[src/rtl/core/kis_pkg.sv]
// kis_pkg: types and constants shared by the key/index sorter modules.
// No dependencies.

package kis_pkg;

   localparam int KEY_W = 32;
   localparam int TAG_W = 16;

   typedef logic signed [KEY_W-1:0] key_type;
   typedef logic [TAG_W-1:0]        tag_type;

   // one-hot controller states
   typedef enum logic [1:0] {
      ST_LOAD  = 2'b01,
      ST_DRAIN = 2'b10
   } state_type;

   // controller -> datapath
   typedef struct packed {
      logic insert;     // place the request beat into the sorted row
      logic shift_out;  // drop the head entry, move the row down
   } cmd_type;

   // datapath -> controller
   typedef struct packed {
      logic last_entry; // exactly one entry left in the row
   } status_type;

endpackage

[src/rtl/core/kis_control.sv]
// kis_control: load/drain state machine and channel handshakes for the sorter.
// Depends on kis_pkg.

module kis_control import kis_pkg::*; (
   input  logic       clock,
   input  logic       reset,
   input  logic       req_valid,
   input  logic       req_final,
   output logic       req_stall,
   output logic       rsp_valid,
   input  logic       rsp_stall,
   input  status_type status,
   output cmd_type    cmd
);

   state_type state_ff;
   state_type state_in;
   logic      req_beat;
   logic      rsp_beat;

   assign req_stall = (state_ff != ST_LOAD);
   assign rsp_valid = (state_ff == ST_DRAIN);
   assign req_beat  = req_valid && !req_stall;
   assign rsp_beat  = rsp_valid && !rsp_stall;

   assign cmd.insert    = req_beat;
   assign cmd.shift_out = rsp_beat;

   always_comb begin
      state_in = state_ff;
      unique case (state_ff)
         ST_LOAD: begin
            if (req_beat && req_final) begin
               state_in = ST_DRAIN;
            end
         end
         ST_DRAIN: begin
            if (rsp_beat && status.last_entry) begin
               state_in = ST_LOAD;
            end
         end
         default: state_in = ST_LOAD;
      endcase
   end

   always_ff @(posedge clock) begin
      if (reset) begin
         state_ff <= ST_LOAD;
      end else begin
         state_ff <= state_in;
      end
   end

`ifndef SYNTHESIS
   a_one_side: assert property (@(posedge clock) disable iff (reset)
      rsp_valid |-> req_stall)
      else $error("load and drain active together");

   a_final_drains: assert property (@(posedge clock) disable iff (reset)
      req_beat && req_final |=> rsp_valid)
      else $error("closing beat did not start drain");

   a_last_reloads: assert property (@(posedge clock) disable iff (reset)
      rsp_beat && status.last_entry |=> !rsp_valid && !req_stall)
      else $error("drain did not end after last beat");
`endif

endmodule

[config.mk]
export PLATFORM = sky130hd
export DESIGN_NAME = kis_control
export DESIGN_NICKNAME = d
export VERILOG_FILES = /design/src/rtl/core/kis_pkg.sv /design/src/rtl/core/kis_control.sv
export SDC_FILE = /design/constraint.sdc
export NUM_CORES = 1
export LEC_CHECK = 0
export BUFFER_PORTS_ARGS = -buffer_cell sky130_fd_sc_hd__buf_2
export CAP_MARGIN = 20
export CORE_AREA = 2 2 39 41
export DETAILED_ROUTE_END_ITERATION = 10
export DIE_AREA = 0 0 41 43
export PLACE_DENSITY = 0.3
export SLEW_MARGIN = 10
export SYNTH_ARGS = -nofsm -noshare
export SYNTH_HDL_FRONTEND = slang
export SYNTH_SLANG_ARGS = --single-unit
[constraint.sdc]
create_clock -name clock -period 1.15 [get_ports clock]
set_input_delay 0.23 -clock clock [delete_from_list [all_inputs] [get_ports clock]]
set_output_delay 0.23 -clock clock [all_outputs]
set_load 0.01 [all_outputs]
==> impl_metrics.py <==
metrics = {
    "run_status": {
        "status": "finished, violations left",
        "violations": "setup timing",
    },
    "drt": {
        "drtPass1Iterations": 1,
        "wl_um": 285,
        "drt_iter0_markers": 0,
        "vias": 133,
        "routed_via_density": 3.24,
        "drc": 0,
        "ant_nets": 0,
        "wl_per_cell_um": 6.95,
    },
    "critical_path": {
        "crit_end": "cmd[0]",
        "end_kind": "output pin",
        "worstSetupStartpoint": "state_ff[1]",
        "cp-start-kind": "flop",
        "r2r_cells": 3,
        "critPathRequiredTime_ns": 0.92,
        "path_class": "flop to output pin",
        "r2r_slack_ns": 0.35,
        "cp_data_arrival_time_ns": 0.94,
        "rr_startpoint": "state_ff[1]",
        "worst-path-max-fanout": 3,
        "rr_endpoint": "state_ff[0]",
    },
    "yosys": {
        "synth_mux_area_share_pct": 0,
        "ys_types": 11,
        "netlist_instances": 14,
        "synth_nets": 20,
        "yosysWarnings": 0,
        "synth_fa_ha_area_share_pct": 0,
        "syn_area_per_cell_um2": 8.40,
        "synth-simple-area-share_pct": 28.7,
        "synth_xor_area_share_pct": 0,
        "synth_compound_area_share_pct": 18.1,
        "synth-seq-cells": 2,
        "synth_top_family_by_area": "simple AND/OR/NAND/NOR gates",
        "syn-cell-area_um2": 118,
        "ys_seq_area_share_pct": 34.0,
    },
    "placed_design": {
        "numPortBuffers": 9,
        "gp_congestion": 0.542,
        "hpwl_um": 226,
    },
    "power": {
        "power_density_nw_per_um2": 1190,
        "power.leakage_nw": 0.105,
        "max-vdd-ir-drop_mv": 0.182,
    },
    "min_path": {
        "hold_path_class": "input pin to flop",
    },
    "sta": {
        "clock_skew_ns": 0.00250,
        "slew_headroom_pct": 92.1,
        "final_max_slew_viol_count": 0,
        "setup-tns-final_ns": -0.0189,
        "worst_pin_slew_ns": 0.118,
        "max_freq_mhz": 855,
        "setup_ws_ns": -0.0189,
        "finalCritPeriodShare_pct": 102,
        "rsz0062_at_grt": "true",
        "hold_slack_ns": 0.171,
        "min_period_ns": 1.17,
        "hold_viol_final": 0,
        "report.final.setup_viol": 1,
    },
    "grt": {
        "grt.total_usage_pct": 4.60,
        "grt_max_degree": 4,
        "grt_pass1_wl_um": 455,
        "grt_pass1_vias": 140,
        "antenna_found_initial": 0,
        "overflow": 0,
    },
    "cells_and_area": {
        "antennaDiodeCount": 0,
        "reg_top3": "state_ff x2",
        "regMostFlops": "state_ff",
        "syn2layout_area_growth_pct": 88.3,
        "finish.net_count": 33,
        "largest_reg_flops": 2,
        "drive_gt1_share_pct": 72.0,
    },
    "floorplan": {
        "dieHeight_um": 43,
        "rows": 14,
        "start_util_pct": 8.50,
        "die_x_um": 41,
        "dieArea_um2": 1760,
        "core_area_um2": 1380,
        "ios": 10,
    },
    "clock_tree": {
        "clk_latency_ns": 0.22,
        "cts-root-buf": "clkbuf_4",
        "cts_buffer_depth": 2,
        "clk_transition_reported_paths_ns": 0.03,
        "tritoncts": "yes",
        "h-tree-depth": 1,
        "cts.sinks": 2,
        "cts_inserted_buffers": 3,
    },
    "run": {
        "cap_violations": 0,
    },
}
## cells by family (layout without fill, tap and decap cells)
family                 count (synthesis)  after routing
AOI/OAI and AO/OA                      3              3
buffers and inverters                  4             15
DFF                                    2              2
and+or+nand+nor                        5              5
## worst min-delay path by stage
| stage | cells past startpoint | start | slack (ns) | to |
|---|---|---|---|---|
| after CTS | 2 | reset | 0.16 | state_ff[1] |
| after detailed placement | 2 | reset | 0.41 | state_ff[1] |
| final | 2 | reset | 0.17 | state_ff[1] |
| after floorplan | 1 | reset | 0.30 | state_ff[1] |
| after global routing | 2 | reset | 0.17 | state_ff[1] |
| after global placement | 2 | reset | 0.41 | state_ff[1] |
## cells in the mapped netlist
master / n / area, um^2
a21o_1: 1 / 7.51
a21oi_1: 1 / 5.00
buf_4: 2 / 15.0
dfxtp_1: 2 / 40.0
inv_1: 2 / 7.51
nand2b_1: 1 / 6.26
nand4b_1: 1 / 8.76
nor2_1: 1 / 3.75
nor2b_1: 1 / 6.26
nor2b_2: 1 / 8.76
o21ai_2: 1 / 8.76
## placed cells by master, fill, tap and decap left out
cell type	netlist	final
buf_4	2	2
a21oi_1	1	1
nor2_1	1	1
o21ai_2	1	1
buf_6	0	1
nor2b_4	0	2
buf_2	0	7
dfxtp_2	0	2
nand2b_1	1	1
a21o_1	1	1
clkbuf_4	0	3
nand4b_1	1	1
inv_1	2	2
## report_power, final
group	leakage (nW)	internal, mW	total (mW)	switching (mW)
clock	0.0138	0.115	0.153	0.0384
sequential	0.0164	0.0738	0.0765	0.00266
combinational	0.0749	0.0173	0.0327	0.0154
## metrics by stage
step                cell area [um^2]  instances  setup slack [ns]  util (%)  power [mW]
floorplan                        118         14             0.131         -      0.0933
finish                           221         41           -0.0189      16.0       0.263
detailed placement               168         37             0.168      12.1       0.106
global route                     221         41           -0.0694      16.0       0.284
CTS                              196         40           -0.0358      14.2       0.270
global placement                 168         37             0.180      12.1       0.105
## layer usage
layer	global-route usage (%)	share of wire [%]	vias to the layer above
met5	0	0	-
met4	6.00	0	0
met3	4.71	13	0
met2	5.31	47	6
met1	3.50	40	61
li1	-	-	66
## worst max-delay path: stages (launching register included)
cell and delay (ns):
dfxtp_2 0.32, nor2b_4 0.16, nor2b_4 0.15, buf_6 0.10
## layout make-up
cell class | instances | area [um^2]
fillers | 167 | 1160
multi-input cells | 8 | 67.6
repair buffers | 10 | 61.3
flip-flops and latches | 2 | 42.5
clock buffers | 3 | 22.5
well taps | 16 | 20.0
inverters | 2 | 7.51
## what timing repair did
action / CTS / global route
setup buffers: 0 / 1
endpoints found under the setup margin: 1 / 2
gates resized for setup: 2 / 5
hold buffers: 0 / 0
Note: power is estimated with default switching activity, not from simulation.
